===== src/rtl/hkrb_pkg.sv =====
// shared constants, codes and types of the keyboard report builder
package hkrb_pkg;

  // report geometry
  localparam int KEY_SLOTS = 6;
  localparam int SLOT_W    = (KEY_SLOTS > 1) ? $clog2(KEY_SLOTS) : 1;
  localparam int BYTE_W    = 8;
  localparam int MODE_W    = 3;
  localparam int IDX_W     = 6;
  localparam int CNT_W     = 6;

  // modifier key codes
  localparam logic [BYTE_W-1:0] MOD_CODE_LO = 8'hE0;
  localparam logic [BYTE_W-1:0] MOD_CODE_HI = 8'hE7;

  // result item kinds
  localparam logic KIND_STATUS = 1'b0;
  localparam logic KIND_BYTE   = 1'b1;

  // operations carried by an input transfer
  typedef enum logic [MODE_W-1:0] {
    MODE_ADD     = 3'd0,
    MODE_OR_MOD  = 3'd1,
    MODE_SET_MOD = 3'd2,
    MODE_CLEAR   = 3'd3,
    MODE_SWAP    = 3'd4,
    MODE_SEND    = 3'd5
  } mode_t;

  // per-slot results of the shared compare unit
  typedef struct packed {
    logic              match;
    logic              free;
    logic              nonzero;
    logic [2:0]        hi_bit;
    logic [BYTE_W-1:0] set_byte;
  } slot_res_t;

  // write request into the current key bank
  typedef struct packed {
    logic              en;
    logic [SLOT_W-1:0] slot;
    logic [BYTE_W-1:0] data;
  } key_wr_t;

  // one result item
  typedef struct packed {
    logic              kind;
    logic [IDX_W-1:0]  byte_index;
    logic [BYTE_W-1:0] byte_value;
    logic              last;
    logic [CNT_W-1:0]  key_count;
    logic [BYTE_W-1:0] first_key;
    logic [BYTE_W-1:0] modifiers;
  } out_item_t;

endpackage


===== src/rtl/hkrb_ifs.sv =====
// channel interfaces of the keyboard report builder

// operation input channel
interface hkrb_in_if;
  logic                         valid;
  logic                         ready;
  logic [hkrb_pkg::MODE_W-1:0]  mode;
  logic [hkrb_pkg::BYTE_W-1:0]  value;

  modport source (output valid, output mode, output value, input ready);
  modport sink   (input valid, input mode, input value, output ready);
endinterface

// result channel
interface hkrb_out_if;
  logic                         valid;
  logic                         ready;
  logic                         kind;
  logic [hkrb_pkg::IDX_W-1:0]   byte_index;
  logic [hkrb_pkg::BYTE_W-1:0]  byte_value;
  logic                         last;
  logic [hkrb_pkg::CNT_W-1:0]   key_count;
  logic [hkrb_pkg::BYTE_W-1:0]  first_key;
  logic [hkrb_pkg::BYTE_W-1:0]  modifiers;

  modport source (output valid, output kind, output byte_index, output byte_value,
                  output last, output key_count, output first_key, output modifiers,
                  input ready);
  modport sink   (input valid, input kind, input byte_index, input byte_value,
                  input last, input key_count, input first_key, input modifiers,
                  output ready);
endinterface

// configuration write channel
interface hkrb_cfg_if;
  logic valid;
  logic ready;
  logic nkro_enable;

  modport source (output valid, output nkro_enable, input ready);
  modport sink   (input valid, input nkro_enable, output ready);
endinterface


===== src/rtl/hkrb_slot_alu.sv =====
// shared per-slot compare unit used by the add and status slot walks
module hkrb_slot_alu (
  input  logic [hkrb_pkg::BYTE_W-1:0] code,
  input  logic [hkrb_pkg::BYTE_W-1:0] cur_byte,
  input  logic [hkrb_pkg::BYTE_W-1:0] prev_byte,
  output hkrb_pkg::slot_res_t         res
);
  import hkrb_pkg::*;

  // compares, highest set bit and bitmap set
  always_comb begin
    res          = '0;
    res.match    = (prev_byte == code);
    res.free     = (prev_byte == '0) && (cur_byte == '0);
    res.nonzero  = (cur_byte != '0);
    for (int b = 0; b < BYTE_W; b++) begin
      if (cur_byte[b]) res.hi_bit = 3'(b);
    end
    res.set_byte = cur_byte | (8'd1 << code[2:0]);
  end

endmodule


===== src/rtl/hkrb_key_store.sv =====
// two banks of key bytes with one slot read and one write into the current bank
module hkrb_key_store (
  input  logic                         clk,
  input  logic                         rst_n,
  input  logic                         active,
  input  logic [hkrb_pkg::SLOT_W-1:0]  rd_slot,
  input  hkrb_pkg::key_wr_t            wr,
  output logic [hkrb_pkg::BYTE_W-1:0]  cur_byte,
  output logic [hkrb_pkg::BYTE_W-1:0]  prev_byte
);
  import hkrb_pkg::*;

  logic [BYTE_W-1:0] bank0_r [KEY_SLOTS];
  logic [BYTE_W-1:0] bank1_r [KEY_SLOTS];
  logic [BYTE_W-1:0] rd0;
  logic [BYTE_W-1:0] rd1;

  // slot read of both banks, current and previous by bank select
  assign rd0       = bank0_r[rd_slot];
  assign rd1       = bank1_r[rd_slot];
  assign cur_byte  = active ? rd1 : rd0;
  assign prev_byte = active ? rd0 : rd1;

  // bank storage, cleared by reset
  always_ff @(posedge clk) begin
    if (!rst_n) begin
      for (int i = 0; i < KEY_SLOTS; i++) begin
        bank0_r[i] <= '0;
        bank1_r[i] <= '0;
      end
    end else if (wr.en) begin
      if (active) bank1_r[wr.slot] <= wr.data;
      else        bank0_r[wr.slot] <= wr.data;
    end
  end

endmodule


===== src/rtl/hid_keyboard_report_builder_top.sv =====
// top level: sequencer of the keyboard report builder
// Each operation is worked one at a time by a small sequencer that walks the key slots through
// one shared compare unit, one slot per cycle. Add-code and clear may first walk the slots for
// the operation, add-code may then make a placement write, and every operation ends in the
// status walk; send then emits the modifier byte and one byte per key slot. A single output
// register holds a finished result, so the next operation is taken while that result waits;
// a stalled output channel stretches only the emitting cycles. Configuration writes are taken
// in any cycle and must only be made with the block idle.
module hid_keyboard_report_builder_top (
  input  logic       clk,
  input  logic       rst_n,
  hkrb_in_if.sink    in_ch,
  hkrb_out_if.source out_ch,
  hkrb_cfg_if.sink   cfg_ch
);
  import hkrb_pkg::*;

  typedef enum logic [2:0] {
    S_IDLE, S_OP, S_PLACE, S_STAT, S_STAT_OUT, S_SEND_MOD, S_SEND_KEY
  } state_t;

  state_t            state_r, state_nxt;
  logic [SLOT_W-1:0] slot_r, slot_nxt;
  logic [MODE_W-1:0] mode_r, mode_nxt;
  logic [BYTE_W-1:0] value_r, value_nxt;
  logic              free_found_r, free_found_nxt;
  logic [SLOT_W-1:0] free_slot_r, free_slot_nxt;
  logic              active_r, active_nxt;
  logic              nkro_r, nkro_nxt;
  logic [BYTE_W-1:0] mods_r [2];
  logic [BYTE_W-1:0] mods_nxt [2];
  logic [CNT_W-1:0]  count_r, count_nxt;
  logic [BYTE_W-1:0] fk_r, fk_nxt;
  logic              fk_found_r, fk_found_nxt;
  logic              out_valid_r, out_valid_nxt;
  out_item_t         out_r, out_nxt;

  logic              to_stat;
  logic              last_slot;
  logic              out_free;
  logic [BYTE_W-1:0] cur_byte;
  logic [BYTE_W-1:0] prev_byte;
  key_wr_t           wr;
  slot_res_t         sr;

  // key banks and shared slot unit
  hkrb_key_store u_store (
    .clk       (clk),
    .rst_n     (rst_n),
    .active    (active_r),
    .rd_slot   (slot_r),
    .wr        (wr),
    .cur_byte  (cur_byte),
    .prev_byte (prev_byte)
  );

  hkrb_slot_alu u_alu (
    .code      (value_r),
    .cur_byte  (cur_byte),
    .prev_byte (prev_byte),
    .res       (sr)
  );

  // handshake outputs
  assign in_ch.ready       = (state_r == S_IDLE);
  assign cfg_ch.ready      = 1'b1;
  assign out_ch.valid      = out_valid_r;
  assign out_ch.kind       = out_r.kind;
  assign out_ch.byte_index = out_r.byte_index;
  assign out_ch.byte_value = out_r.byte_value;
  assign out_ch.last       = out_r.last;
  assign out_ch.key_count  = out_r.key_count;
  assign out_ch.first_key  = out_r.first_key;
  assign out_ch.modifiers  = out_r.modifiers;

  assign last_slot = (slot_r == SLOT_W'(KEY_SLOTS - 1));
  assign out_free  = !out_valid_r || out_ch.ready;

  // sequencer next-state logic
  always_comb begin
    state_nxt      = state_r;
    slot_nxt       = slot_r;
    mode_nxt       = mode_r;
    value_nxt      = value_r;
    free_found_nxt = free_found_r;
    free_slot_nxt  = free_slot_r;
    active_nxt     = active_r;
    nkro_nxt       = nkro_r;
    mods_nxt       = mods_r;
    count_nxt      = count_r;
    fk_nxt         = fk_r;
    fk_found_nxt   = fk_found_r;
    out_valid_nxt  = out_valid_r;
    out_nxt        = out_r;
    wr             = '0;
    to_stat        = 1'b0;

    // configuration transfer
    if (cfg_ch.valid) nkro_nxt = cfg_ch.nkro_enable;

    // output register drains on a transfer
    if (out_valid_r && out_ch.ready) out_valid_nxt = 1'b0;

    case (state_r)
      S_IDLE: begin
        if (in_ch.valid) begin
          mode_nxt       = in_ch.mode;
          value_nxt      = in_ch.value;
          slot_nxt       = '0;
          free_found_nxt = 1'b0;
          state_nxt      = S_OP;
        end
      end

      S_OP: begin
        case (mode_t'(mode_r))
          MODE_ADD: begin
            if (value_r inside {[MOD_CODE_LO:MOD_CODE_HI]}) begin
              mods_nxt[active_r] = mods_r[active_r] | (8'd1 << value_r[2:0]);
              to_stat = 1'b1;
            end else if (nkro_r) begin
              // bitmap: set the bit when the walk reaches its byte
              if (8'(slot_r) == (value_r >> 3)) wr = '{1'b1, slot_r, sr.set_byte};
              if (last_slot) to_stat = 1'b1;
              else           slot_nxt = slot_r + SLOT_W'(1);
            end else begin
              // slot list: keep the previous slot, else remember the first free one
              if (sr.match) begin
                wr = '{1'b1, slot_r, value_r};
                to_stat = 1'b1;
              end else begin
                if (sr.free && !free_found_r) begin
                  free_found_nxt = 1'b1;
                  free_slot_nxt  = slot_r;
                end
                if (last_slot) begin
                  if (free_found_r || sr.free) state_nxt = S_PLACE;
                  else                         to_stat   = 1'b1;
                end else begin
                  slot_nxt = slot_r + SLOT_W'(1);
                end
              end
            end
          end
          MODE_OR_MOD: begin
            mods_nxt[active_r] = mods_r[active_r] | value_r;
            to_stat = 1'b1;
          end
          MODE_SET_MOD: begin
            mods_nxt[active_r] = value_r;
            to_stat = 1'b1;
          end
          MODE_CLEAR: begin
            mods_nxt[active_r] = '0;
            wr = '{1'b1, slot_r, 8'd0};
            if (last_slot) to_stat = 1'b1;
            else           slot_nxt = slot_r + SLOT_W'(1);
          end
          MODE_SWAP: begin
            active_nxt = ~active_r;
            to_stat = 1'b1;
          end
          default: begin
            to_stat = 1'b1;
          end
        endcase
      end

      S_PLACE: begin
        wr = '{1'b1, free_slot_r, value_r};
        to_stat = 1'b1;
      end

      // status walk over the current bank
      S_STAT: begin
        if (sr.nonzero) count_nxt = count_r + CNT_W'(1);
        if (nkro_r) begin
          if (sr.nonzero && !fk_found_r) begin
            fk_found_nxt = 1'b1;
            fk_nxt       = (8'(slot_r) << 3) | 8'(sr.hi_bit);
          end
        end else if (slot_r == '0) begin
          fk_nxt = cur_byte;
        end
        if (last_slot) begin
          slot_nxt  = '0;
          state_nxt = (mode_t'(mode_r) == MODE_SEND) ? S_SEND_MOD : S_STAT_OUT;
        end else begin
          slot_nxt = slot_r + SLOT_W'(1);
        end
      end

      S_STAT_OUT: begin
        if (out_free) begin
          out_valid_nxt = 1'b1;
          out_nxt = '{KIND_STATUS, '0, '0, 1'b1, count_r, fk_r, mods_r[active_r]};
          state_nxt = S_IDLE;
        end
      end

      S_SEND_MOD: begin
        if (out_free) begin
          out_valid_nxt = 1'b1;
          out_nxt = '{KIND_BYTE, '0, mods_r[active_r], 1'b0, count_r, fk_r,
                      mods_r[active_r]};
          slot_nxt  = '0;
          state_nxt = S_SEND_KEY;
        end
      end

      S_SEND_KEY: begin
        if (out_free) begin
          out_valid_nxt = 1'b1;
          out_nxt = '{KIND_BYTE, IDX_W'(slot_r) + IDX_W'(1), cur_byte, last_slot,
                      count_r, fk_r, mods_r[active_r]};
          if (last_slot) state_nxt = S_IDLE;
          else           slot_nxt  = slot_r + SLOT_W'(1);
        end
      end

      default: begin
        state_nxt = S_IDLE;
      end
    endcase

    // start of the status walk
    if (to_stat) begin
      slot_nxt     = '0;
      count_nxt    = '0;
      fk_nxt       = '0;
      fk_found_nxt = 1'b0;
      state_nxt    = S_STAT;
    end
  end

  // state and registered outputs
  always_ff @(posedge clk) begin
    if (!rst_n) begin
      state_r      <= S_IDLE;
      slot_r       <= '0;
      free_found_r <= 1'b0;
      active_r     <= 1'b0;
      nkro_r       <= 1'b0;
      mods_r[0]    <= '0;
      mods_r[1]    <= '0;
      count_r      <= '0;
      fk_r         <= '0;
      fk_found_r   <= 1'b0;
      out_valid_r  <= 1'b0;
    end else begin
      state_r      <= state_nxt;
      slot_r       <= slot_nxt;
      free_found_r <= free_found_nxt;
      active_r     <= active_nxt;
      nkro_r       <= nkro_nxt;
      mods_r       <= mods_nxt;
      count_r      <= count_nxt;
      fk_r         <= fk_nxt;
      fk_found_r   <= fk_found_nxt;
      out_valid_r  <= out_valid_nxt;
    end
    mode_r      <= mode_nxt;
    value_r     <= value_nxt;
    free_slot_r <= free_slot_nxt;
    out_r       <= out_nxt;
  end

  // an accepted operation keeps the input closed in the next cycle
  a_busy_after_accept: assert property (@(posedge clk) disable iff (!rst_n)
    (in_ch.valid && in_ch.ready) |=> !in_ch.ready)
    else $error("input ready right after an accepted operation");

  // a status item always ends its operation
  a_status_last: assert property (@(posedge clk) disable iff (!rst_n)
    (out_valid_r && out_r.kind == KIND_STATUS) |-> out_r.last)
    else $error("status item without last");

  // the final report byte sits at the last key slot
  a_send_last_index: assert property (@(posedge clk) disable iff (!rst_n)
    (out_valid_r && out_r.kind == KIND_BYTE && out_r.last) |->
      (out_r.byte_index == IDX_W'(KEY_SLOTS)))
    else $error("last report byte at wrong index");

  // key count never exceeds the slot count
  a_count_range: assert property (@(posedge clk) disable iff (!rst_n)
    out_valid_r |-> (out_r.key_count <= CNT_W'(KEY_SLOTS)))
    else $error("key count beyond slot count");

endmodule


===== src/flat_wrapper.sv =====
// flat-port wrapper written by rule: the top's interface ports become plain ports
module hid_keyboard_report_builder_top_flat import hkrb_pkg::*;
  (clk, rst_n, in_ch_valid, in_ch_mode, in_ch_value, in_ch_ready, out_ch_valid, out_ch_kind, out_ch_byte_index, out_ch_byte_value, out_ch_last, out_ch_key_count, out_ch_first_key, out_ch_modifiers, out_ch_ready, cfg_ch_valid, cfg_ch_nkro_enable, cfg_ch_ready);
  hkrb_in_if in_ch_i ();
  hkrb_out_if out_ch_i ();
  hkrb_cfg_if cfg_ch_i ();
  input  logic clk;
  input  logic rst_n;
  input wire logic [$bits(in_ch_i.valid)-1:0] in_ch_valid;
  input wire logic [$bits(in_ch_i.mode)-1:0] in_ch_mode;
  input wire logic [$bits(in_ch_i.value)-1:0] in_ch_value;
  output wire logic [$bits(in_ch_i.ready)-1:0] in_ch_ready;
  output wire logic [$bits(out_ch_i.valid)-1:0] out_ch_valid;
  output wire logic [$bits(out_ch_i.kind)-1:0] out_ch_kind;
  output wire logic [$bits(out_ch_i.byte_index)-1:0] out_ch_byte_index;
  output wire logic [$bits(out_ch_i.byte_value)-1:0] out_ch_byte_value;
  output wire logic [$bits(out_ch_i.last)-1:0] out_ch_last;
  output wire logic [$bits(out_ch_i.key_count)-1:0] out_ch_key_count;
  output wire logic [$bits(out_ch_i.first_key)-1:0] out_ch_first_key;
  output wire logic [$bits(out_ch_i.modifiers)-1:0] out_ch_modifiers;
  input wire logic [$bits(out_ch_i.ready)-1:0] out_ch_ready;
  input wire logic [$bits(cfg_ch_i.valid)-1:0] cfg_ch_valid;
  input wire logic [$bits(cfg_ch_i.nkro_enable)-1:0] cfg_ch_nkro_enable;
  output wire logic [$bits(cfg_ch_i.ready)-1:0] cfg_ch_ready;
  assign in_ch_i.valid = in_ch_valid;
  assign in_ch_i.mode = in_ch_mode;
  assign in_ch_i.value = in_ch_value;
  assign in_ch_ready = in_ch_i.ready;
  assign out_ch_valid = out_ch_i.valid;
  assign out_ch_kind = out_ch_i.kind;
  assign out_ch_byte_index = out_ch_i.byte_index;
  assign out_ch_byte_value = out_ch_i.byte_value;
  assign out_ch_last = out_ch_i.last;
  assign out_ch_key_count = out_ch_i.key_count;
  assign out_ch_first_key = out_ch_i.first_key;
  assign out_ch_modifiers = out_ch_i.modifiers;
  assign out_ch_i.ready = out_ch_ready;
  assign cfg_ch_i.valid = cfg_ch_valid;
  assign cfg_ch_i.nkro_enable = cfg_ch_nkro_enable;
  assign cfg_ch_ready = cfg_ch_i.ready;
  hid_keyboard_report_builder_top u_core (.clk(clk), .rst_n(rst_n), .in_ch(in_ch_i), .out_ch(out_ch_i), .cfg_ch(cfg_ch_i));
endmodule

===== config.mk =====
export PLATFORM = sky130hd
export DESIGN_NAME = hid_keyboard_report_builder_top_flat
export DESIGN_NICKNAME = d
export VERILOG_FILES = /design/src/rtl/hkrb_pkg.sv /design/src/rtl/hkrb_ifs.sv /design/src/rtl/hkrb_slot_alu.sv /design/src/rtl/hkrb_key_store.sv /design/src/rtl/hid_keyboard_report_builder_top.sv /design/src/flat_wrapper.sv
export SDC_FILE = /design/constraint.sdc
export NUM_CORES = 1
export LEC_CHECK = 0
export BUFFER_PORTS_ARGS = -buffer_cell sky130_fd_sc_hd__buf_4
export CORE_MARGIN = 10
export CORE_UTILIZATION = 40
export DETAILED_ROUTE_END_ITERATION = 16
export GPL_ROUTABILITY_DRIVEN = 1
export HOLD_SLACK_MARGIN = 0.08
export PLACE_DENSITY_LB_ADDON = 0.2
export SYNTH_ARGS = -nofsm -noshare
export SYNTH_HDL_FRONTEND = slang
export SYNTH_SLANG_ARGS = --single-unit

===== constraint.sdc =====
create_clock -name clk -period 4 [get_ports clk]
set_clock_uncertainty 0.1 [all_clocks]
set_input_delay 0.4 -clock clk [delete_from_list [all_inputs] [get_ports clk]]
set_output_delay 0.4 -clock clk [all_outputs]
set_load 0.01 [all_outputs]

# Word-level counts from Yosys, hierarchy flattened
# Memories as Yosys holds them, arrays and structs flattened. A register that Yosys moved wholly into a read port is not among the register bits.
# Index checks and enable logic that the tools add are counted.
# op_classes
addsub	3
n_lt_le_gt_ge	4
n_eq_ne	45
n_shift	1
muxes	93
bitwise_logic	13
reduce_logical	38
# ops
operator	count
$mux W38	3
$pmux W38 S3	1
$mux W3	31
$mux W8	11
$pmux W16 S4	1
$bwmux W16	3
$mux W12	4
$pmux W12 S2	2
$mux W1	28
$reduce_and A13 Y1	2
$or A8 B8 Y8	3
$ne A3 B1 Y1 const B	7
$pmux W3 S7	1
$ne A2 B1 Y1 const B	10
$eq A3 B3 Y1 const B	6
$and A16 B16 Y16	1
$logic_not A8 Y1	2
$mux W16	1
$not A16 Y16	1
$reduce_or A8 Y1	2
$ne A3 B2 Y1 const B	5
$pmux W3 S5	1
$reduce_and A7 Y1	2
$eq A3 B2 Y1 const B	4
36 further kinds	65
# totals
regBits	93
mem_bits_rw	96
in_bits	17
elab_cells	221
n_memories	2
# mem_list
name	depth	width	rd	rd_clocked_by_memory_dff	wr	line_no	source
u_core.u_store.bank0_r	6	8	1	1	6	hkrb_key_store.sv:13	logic [BYTE_W-1:0] bank0_r [KEY_SLOTS];
u_core.u_store.bank1_r	6	8	1	1	6	hkrb_key_store.sv:14	logic [BYTE_W-1:0] bank1_r [KEY_SLOTS];

# Longest topological paths before layout
# Gate-level depths: netlist of run 1.
# logic_depth
depth_word	13
depth_mapped	14
mapped_depth_nobuf	11

# By module
# A second synthesis of run 1 with hierarchy kept.
# unflattened
hier_cells	776
area_unflattened_um2	10203.5
# by_module_without_submodules
module	instances	cells_each	area_each_um2	seq_area_each_um2
hkrb_key_store	1	364	5773.0	3843.7
hid_keyboard_report_builder_top	1	371	4161.5	2322.2
hkrb_slot_alu	1	41	269.0	0.0

# Worst setup path before layout of run 1
# OpenSTA, ideal clock, no wires.
# synth_timing
path_kind	register to register
start	register with a tool-made name
end	memory u_core.u_store.bank0_r[1][0], enable pin
setup_ns	0.384
arrival_time_ns	3.802
slack_ns	-0.287
path_stages_with_launch	14
n_path_buf	4
period_less_slack_ns	4.287
cell_sequence	dfxtp_1 buf_6 buf_6 mux4_2 mux2_2 mux2i_1 xor2_1 nand4_1 a2111o_1 a211o_1 a211o_1 buf_6 buf_6 o21ai_0
# synth_lines
element	line_no
to (decl)	hkrb_key_store.sv:13

==> flow_summary.json, run 1 <==
{
  "place_ws_ns": 0.141,
  "drt_iter0_drc": 711,
  "grt_max_degree": 37,
  "power_density_nw_per_um2": 552,
  "grt_overflow": 0,
  "viasPerCell": 5.77,
  "slew-limit-headroom": 0.355,
  "drive_above_1_share": 0.242,
  "critPathKind": "register to register",
  "rrSetupSlack_ns": 0.18,
  "port_buffers": 54,
  "wl_per_cell_um": 21.5,
  "clock_path_buffers": 3,
  "antenna_found_initial": 0,
  "swShare": 0.313,
  "cp-start-kind": "register",
  "hp-start": "out_ch_ready",
  "synth-seq-cells": 222,
  "synth_compound_area_frac": 0.0987,
  "syn_avg_cell_area_um2": 11.7,
  "ys.flop_type": "edfxtp_1",
  "p_leak_nw": 4.53,
  "die_w_um": 183,
  "firstDrtPassIters": 5,
  "synthAdderAreaFrac": 0.00587,
  "final_common_cell": "edfxtp_1",
  "initial_core_util": 0.408,
  "period_share": 0.955,
  "async_flop_share": 0,
  "cp.required_ns": 4.22,
  "grt_pass1_vias": 7680,
  "hold_viol_final": 0,
  "gp_congestion": 0.912,
  "coreArea_um2": 26100,
  "crit_path_end_kind": "register",
  "insertion_delay_ns": 0.52,
  "power.internal_mw": 4.96,
  "finalMaxSlewViolations": 0,
  "ios": 58,
  "synth_top_family_by_area": "simple AND/OR/NAND/NOR gates",
  "synthMuxAreaShare": 0.104,
  "htree_levels": 1,
  "fin_cells": 1366,
  "combPwrFrac": 0.259,
  "dp_hpwl_mm": 20.5,
  "period_minus_slack_ns": 3.82,
  "ys_seq_area_frac": 0.585,
  "hp-class": "input pin to register",
  "synthCells": 907,
  "p_sw_mw": 2.26,
  "cts_root_buffer": "clkbuf_16",
  "num_rows": 59,
  "cts_tree": "built",
  "rsz0062_at_grt": "yes",
  "power_frac_seq": 0.394,
  "numCtsBuffers": 25,
  "track_usage": 0.171,
  "max_freq_mhz": 262,
  "syn_area_um2": 10700,
  "maxCapViolCount": 0,
  "antenna_cells": 0,
  "finalSetupViolations": 0,
  "synth_xor_area_frac": 0.0164,
  "yosys.area_share.simple": 0.151,
  "synth_edf_count": 178,
  "p_total_mw": 7.22,
  "dpl_cell_area_um2": 11900,
  "final_antenna_net_count": 0,
  "syn2layout_area_growth_pct": 22.8,
  "cts.reportedPaths.clkPinSlew_ns": 0.06,
  "status": "finished clean",
  "crit_path_max_fanout": 10,
  "wirelength_mm": 29.4,
  "cts_sinks": 222,
  "tightest_slew_ns": 0.965,
  "final_cell_mix": "178 x edfxtp_1, 131 x buf_4, 98 x nor2_1",
  "layout.nets": 1035,
  "fin_area_um2": 13100,
  "finalWorstSetupSlack_ns": 0.180,
  "max-vdd-ir-drop_v": 0.000259,
  "synth.distinct_cells": 60,
  "drcViolationCount": 0,
  "grt_pass1_wl_mm": 45.5,
  "vias": 7880,
  "dieArea_um2": 33600,
  "yosys_warnings": 0,
  "cp.arrival_ns": 4.04,
  "place_inst": 1304,
  "die_y_um": 183,
  "pwr-share-clk": 0.348
}
per-layer routing:
layer  wire length, µm  track usage  vias to the layer above
met5                 0            0                        -
met2             13100        0.264                      330
li1                  -            -                     3670
met1             13000        0.236                     3819
met3              2450       0.0393                       61
met4               850       0.0502                        0
power by group through the flow:
stage / sequential (mW) / combinational [mW] / clock, mW
4_1_cts: 2.84 / 1.82 / 2.56
2_1_floorplan: 2.78 / 1.21 / 0
3_5_place_dp: 2.89 / 1.80 / 0
3_3_place_gp: 2.89 / 1.79 / 0
5_1_grt: 2.86 / 2.03 / 2.66
6_report: 2.84 / 1.87 / 2.51
cells by family after synthesis:
kind of cell | count (synthesis)
XOR/XNOR | 20
buffers and inverters | 93
multiplexers | 85
adder cells (fa/ha/maj) | 5
flip-flops | 222
other | 2
AO/OA/AOI/OAI | 164
AND/OR/NAND/NOR | 316
cell type report:
| cell class | count | area, µm² |
|---|---|---|
| clock inverter | 13 | 226 |
| multi-input combinational | 593 | 4180 |
| sequential | 222 | 6230 |
| timing repair buffer | 155 | 1290 |
| fill | 2373 | 13100 |
| inverter | 16 | 60.1 |
| tap | 335 | 419 |
| clock buffer | 32 | 672 |
registers in the layout, summed over array words and instances (netlist names), 3 cells and up, named ones only:
register,cells
u_core.out_ch.first_key,8
u_core.u_store.bank1_r,64
u_core.slot_r,3
u_core.free_slot_r,3
u_core.out_ch.byte_value,8
u_core.out_ch.modifiers,8
u_core.out_ch.byte_index,4
u_core.count_r,6
u_core.mode_r,3
u_core.u_store.bank0_r,64
u_core.state_r,3
u_core.out_ch.key_count,6
u_core.fk_r,8
u_core.value_r,8
cell usage after synthesis (all sizes together) (5+ instances only):
library cell,count,area [µm²]
a2bb2oi,6,52.6
a31oi,6,37.5
clkbuf,48,180
o31ai,9,67.6
o22ai,7,43.8
a22oi,17,128
nand4,7,43.8
nand2,57,214
inv,16,60.1
edfxtp,178,5350
nor2,100,375
xor2,15,131
nor4,82,563
mux2i,55,563
o211ai,6,45.0
or3,6,37.5
and2,12,75.1
a21oi,45,229
nor2b,6,37.5
ha,5,62.6
o21ai,35,175
xnor2,5,43.8
nand3,15,75.1
nor3,18,90.1
mux4,18,405
a211oi,6,45.0
buf,29,178
mux2,12,135
dfxtp,44,881
critical path, cell delays in order, from the launching register on:
cell,delay [ns]
dfxtp_2,0.37
buf_12,0.16
mux4_2,0.50
mux2_2,0.32
xor2_1,0.15
nor3_1,0.18
nand4_1,0.18
a2111o_1,0.44
a211o_1,0.31
a211o_2,0.42
buf_4,0.21
nor4_1,0.27
path summary, 6_finish.rpt:
path / cells past startpoint / endpoint
setup / recovery: 11 / u_core.u_store.bank0_r[3][1]$_SDFFCE_PN0P_
hold / removal: 4 / u_core.out_ch.valid$_SDFF_PN0_
setup reg to reg: 11 / u_core.u_store.bank0_r[3][1]$_SDFFCE_PN0P_
hold reg to reg: 0 / u_core.out_ch.first_key[5]$_DFFE_PP_
through the flow:
step           hold slack (ns)  TNS (ns)   util
6_report                 0.171         0  0.500
5_1_grt                  0.177    -0.391  0.500
4_1_cts                  0.151         0  0.495
3_5_place_dp             0.322         0  0.456
3_3_place_gp             0.322         0  0.456
2_1_floorplan            0.306     -5.10      -
what timing repair did:
item | 4_1_cts | 5_1_grt
hold buffers | 13 | 0
endpoints found under the setup margin | 0 | 70
resized for setup | 0 | 17
hold endpoints to repair | 12 | 0
setup buffers | 0 | 3
Power figures use the tool's default switching activity.
==> run 2, diff against run 1 <==
Settings changed: BUFFER_PORTS_ARGS -buffer_cell sky130_fd_sc_hd__buf_4 to default, CTS_CLUSTER_DIAMETER from default to 100, DONT_BUFFER_PORTS from default to 1, SLEW_MARGIN from default to 20.
==> flow_summary.json, run 2 (synthesis gave the netlist of run 1 again) <==
{
  "status": "finished clean",
  "gp_congestion": 0.991,
  "grt_max_degree": 37,
  "clock_path_buffers": 3,
  "utilization": 0.481,
  "fin_area_um2": 12600,
  "cp.required_ns": 4.12,
  "power_density_nw_per_um2": 549,
  "place_inst": 1242,
  "finalWorstSetupSlack_ns": 0.0801,
  "tns_ns": 0,
  "dp_hpwl_mm": 20.5,
  "rsz0062_at_grt": "yes",
  "coreArea_um2": 26100,
  "busiest_layer": "met2",
  "final_cell_mix": "178 x edfxtp_1, 98 x nor2_1, 75 x buf_4",
  "numCtsBuffers": 25,
  "cts.reportedPaths.clkPinSlew_ns": 0.06,
  "antenna_found_initial": 0,
  "htree_levels": 1,
  "period_minus_slack_ns": 3.92,
  "swShare": 0.321,
  "slew-limit-headroom": 0.330,
  "num_rows": 59,
  "grtUsageMet2": 0.268,
  "drcViolationCount": 0,
  "cts_root_buffer": "clkbuf_16",
  "max_freq_mhz": 255,
  "finalSetupViolations": 0,
  "period_share": 0.980,
  "cts_sinks": 222,
  "place_ws_ns": 0.0699,
  "initial_core_util": 0.408,
  "grt_pass1_vias": 7494,
  "cts_tree": "built",
  "die_w_um": 183,
  "viasPerCell": 5.91,
  "crit_path_max_fanout": 17,
  "p_sw_mw": 2.21,
  "whs_ns": 0.136,
  "wl_per_cell_um": 22.6,
  "dieArea_um2": 33600,
  "crit_path_end_kind": "register",
  "insertion_delay_ns": 0.53,
  "critPathKind": "register to register",
  "dpl_cell_area_um2": 11400,
  "final_common_cell": "edfxtp_1",
  "hold_viol_final": 0,
  "wirelength_mm": 29.5,
  "cp-start-kind": "register",
  "final_antenna_net_count": 0,
  "maxCapViolCount": 0,
  "layout.nets": 977,
  "syn2layout_area_growth_pct": 18.1,
  "p_total_mw": 6.90,
  "port_buffers": 0,
  "antenna_cells": 0,
  "largest_registers": "u_core.u_store.bank0_r x64, u_core.u_store.bank1_r x64",
  "pwr-share-clk": 0.328,
  "power.internal_mw": 4.69,
  "drt_iter0_drc": 643,
  "max-vdd-ir-drop_v": 0.000264,
  "combPwrFrac": 0.257,
  "ios": 58,
  "grt_use_met3": 0.0375,
  "cp.arrival_ns": 4.04,
  "vias": 7736,
  "drive_above_1_share": 0.196,
  "grt_pass1_wl_mm": 45.1,
  "hp-class": "input pin to register",
  "grt_overflow": 0,
  "power_frac_seq": 0.415,
  "fin_cells": 1308,
  "tightest_slew_ns": 1.00,
  "track_usage": 0.171,
  "die_y_um": 183,
  "finalMaxSlewViolations": 0,
  "p_leak_nw": 4.22,
  "grt.met1_usage": 0.235,
  "firstDrtPassIters": 6
}
run 2: cell types whose count changed in the layout (fill, tap and decap cells not counted), sizes merged:
cell / change
buf: -61
bufinv: -4
clkinv: +4
clkbuf: +3
dlygate4sd3: +3
clkinvlp: -2
inv: -1
run 2: timing repair:
action | CTS | global route
gates resized for setup | 0 | 24
endpoints found under the setup margin | 0 | 155
buffers inserted | 0 | 5
endpoints found under the hold margin | 28 | 8
hold buffers | 15 | 1
run 2: area by class of cell:
cell class / instances / area (µm²)
clock buffer: 35 / 714
clock inverter: 10 / 105
fill: 2343 / 13600
inverter: 16 / 60.1
multi-input combinational: 593 / 4230
sequential: 222 / 6230
tap: 335 / 419
timing repair buffer: 97 / 826
run 2: per-layer routing:
| metal | share of wire | vias up |
|---|---|---|
| li1 | - | 3546 |
| met1 | 0.45 | 3847 |
| met2 | 0.45 | 298 |
| met3 | 0.081 | 45 |
| met4 | 0.017 | 0 |
| met5 | 0 | - |
run 2: final timing paths:
| path | cells past startpoint | slack [ns] | to | from |
|---|---|---|---|---|
| worst min register to register | 0 | 0.33 | u_core.out_ch.first_key[5]$_DFFE_PP_ | u_core.fk_r[5]$_SDFFE_PP0P_ |
| worst max register to register | 11 | 0.08 | u_core.u_store.bank0_r[3][6]$_SDFFCE_PN0P_ | register |
| worst max-delay path | 11 | 0.08 | u_core.u_store.bank0_r[3][6]$_SDFFCE_PN0P_ | register |
| worst min-delay path | 2 | 0.14 | u_core.u_store.bank1_r[4][2]$_SDFFCE_PN0P_ | rst_n |
run 2: worst max-delay path, stage by stage, from the launching register on:
cell and delay, ns:
dfxtp_2 0.36, buf_12 0.19, mux4_2 0.52, mux2_2 0.33, mux2i_1 0.17, xor2_1 0.18, nand4_1 0.18, a2111o_1 0.40
a211o_1 0.41, a211o_4 0.41, o21ai_2 0.17, buf_4 0.19
run 2: power groups by stage:
| stage | registers (mW) | clock network [mW] | logic, mW |
|---|---|---|---|
| final | 2.86 | 2.26 | 1.77 |
| after global routing | 2.88 | 2.42 | 1.93 |
| after CTS | 2.86 | 2.32 | 1.71 |
| after detailed placement | 2.91 | 0 | 1.69 |
| after global placement | 2.91 | 0 | 1.69 |
| after floorplan | 2.78 | 0 | 1.21 |
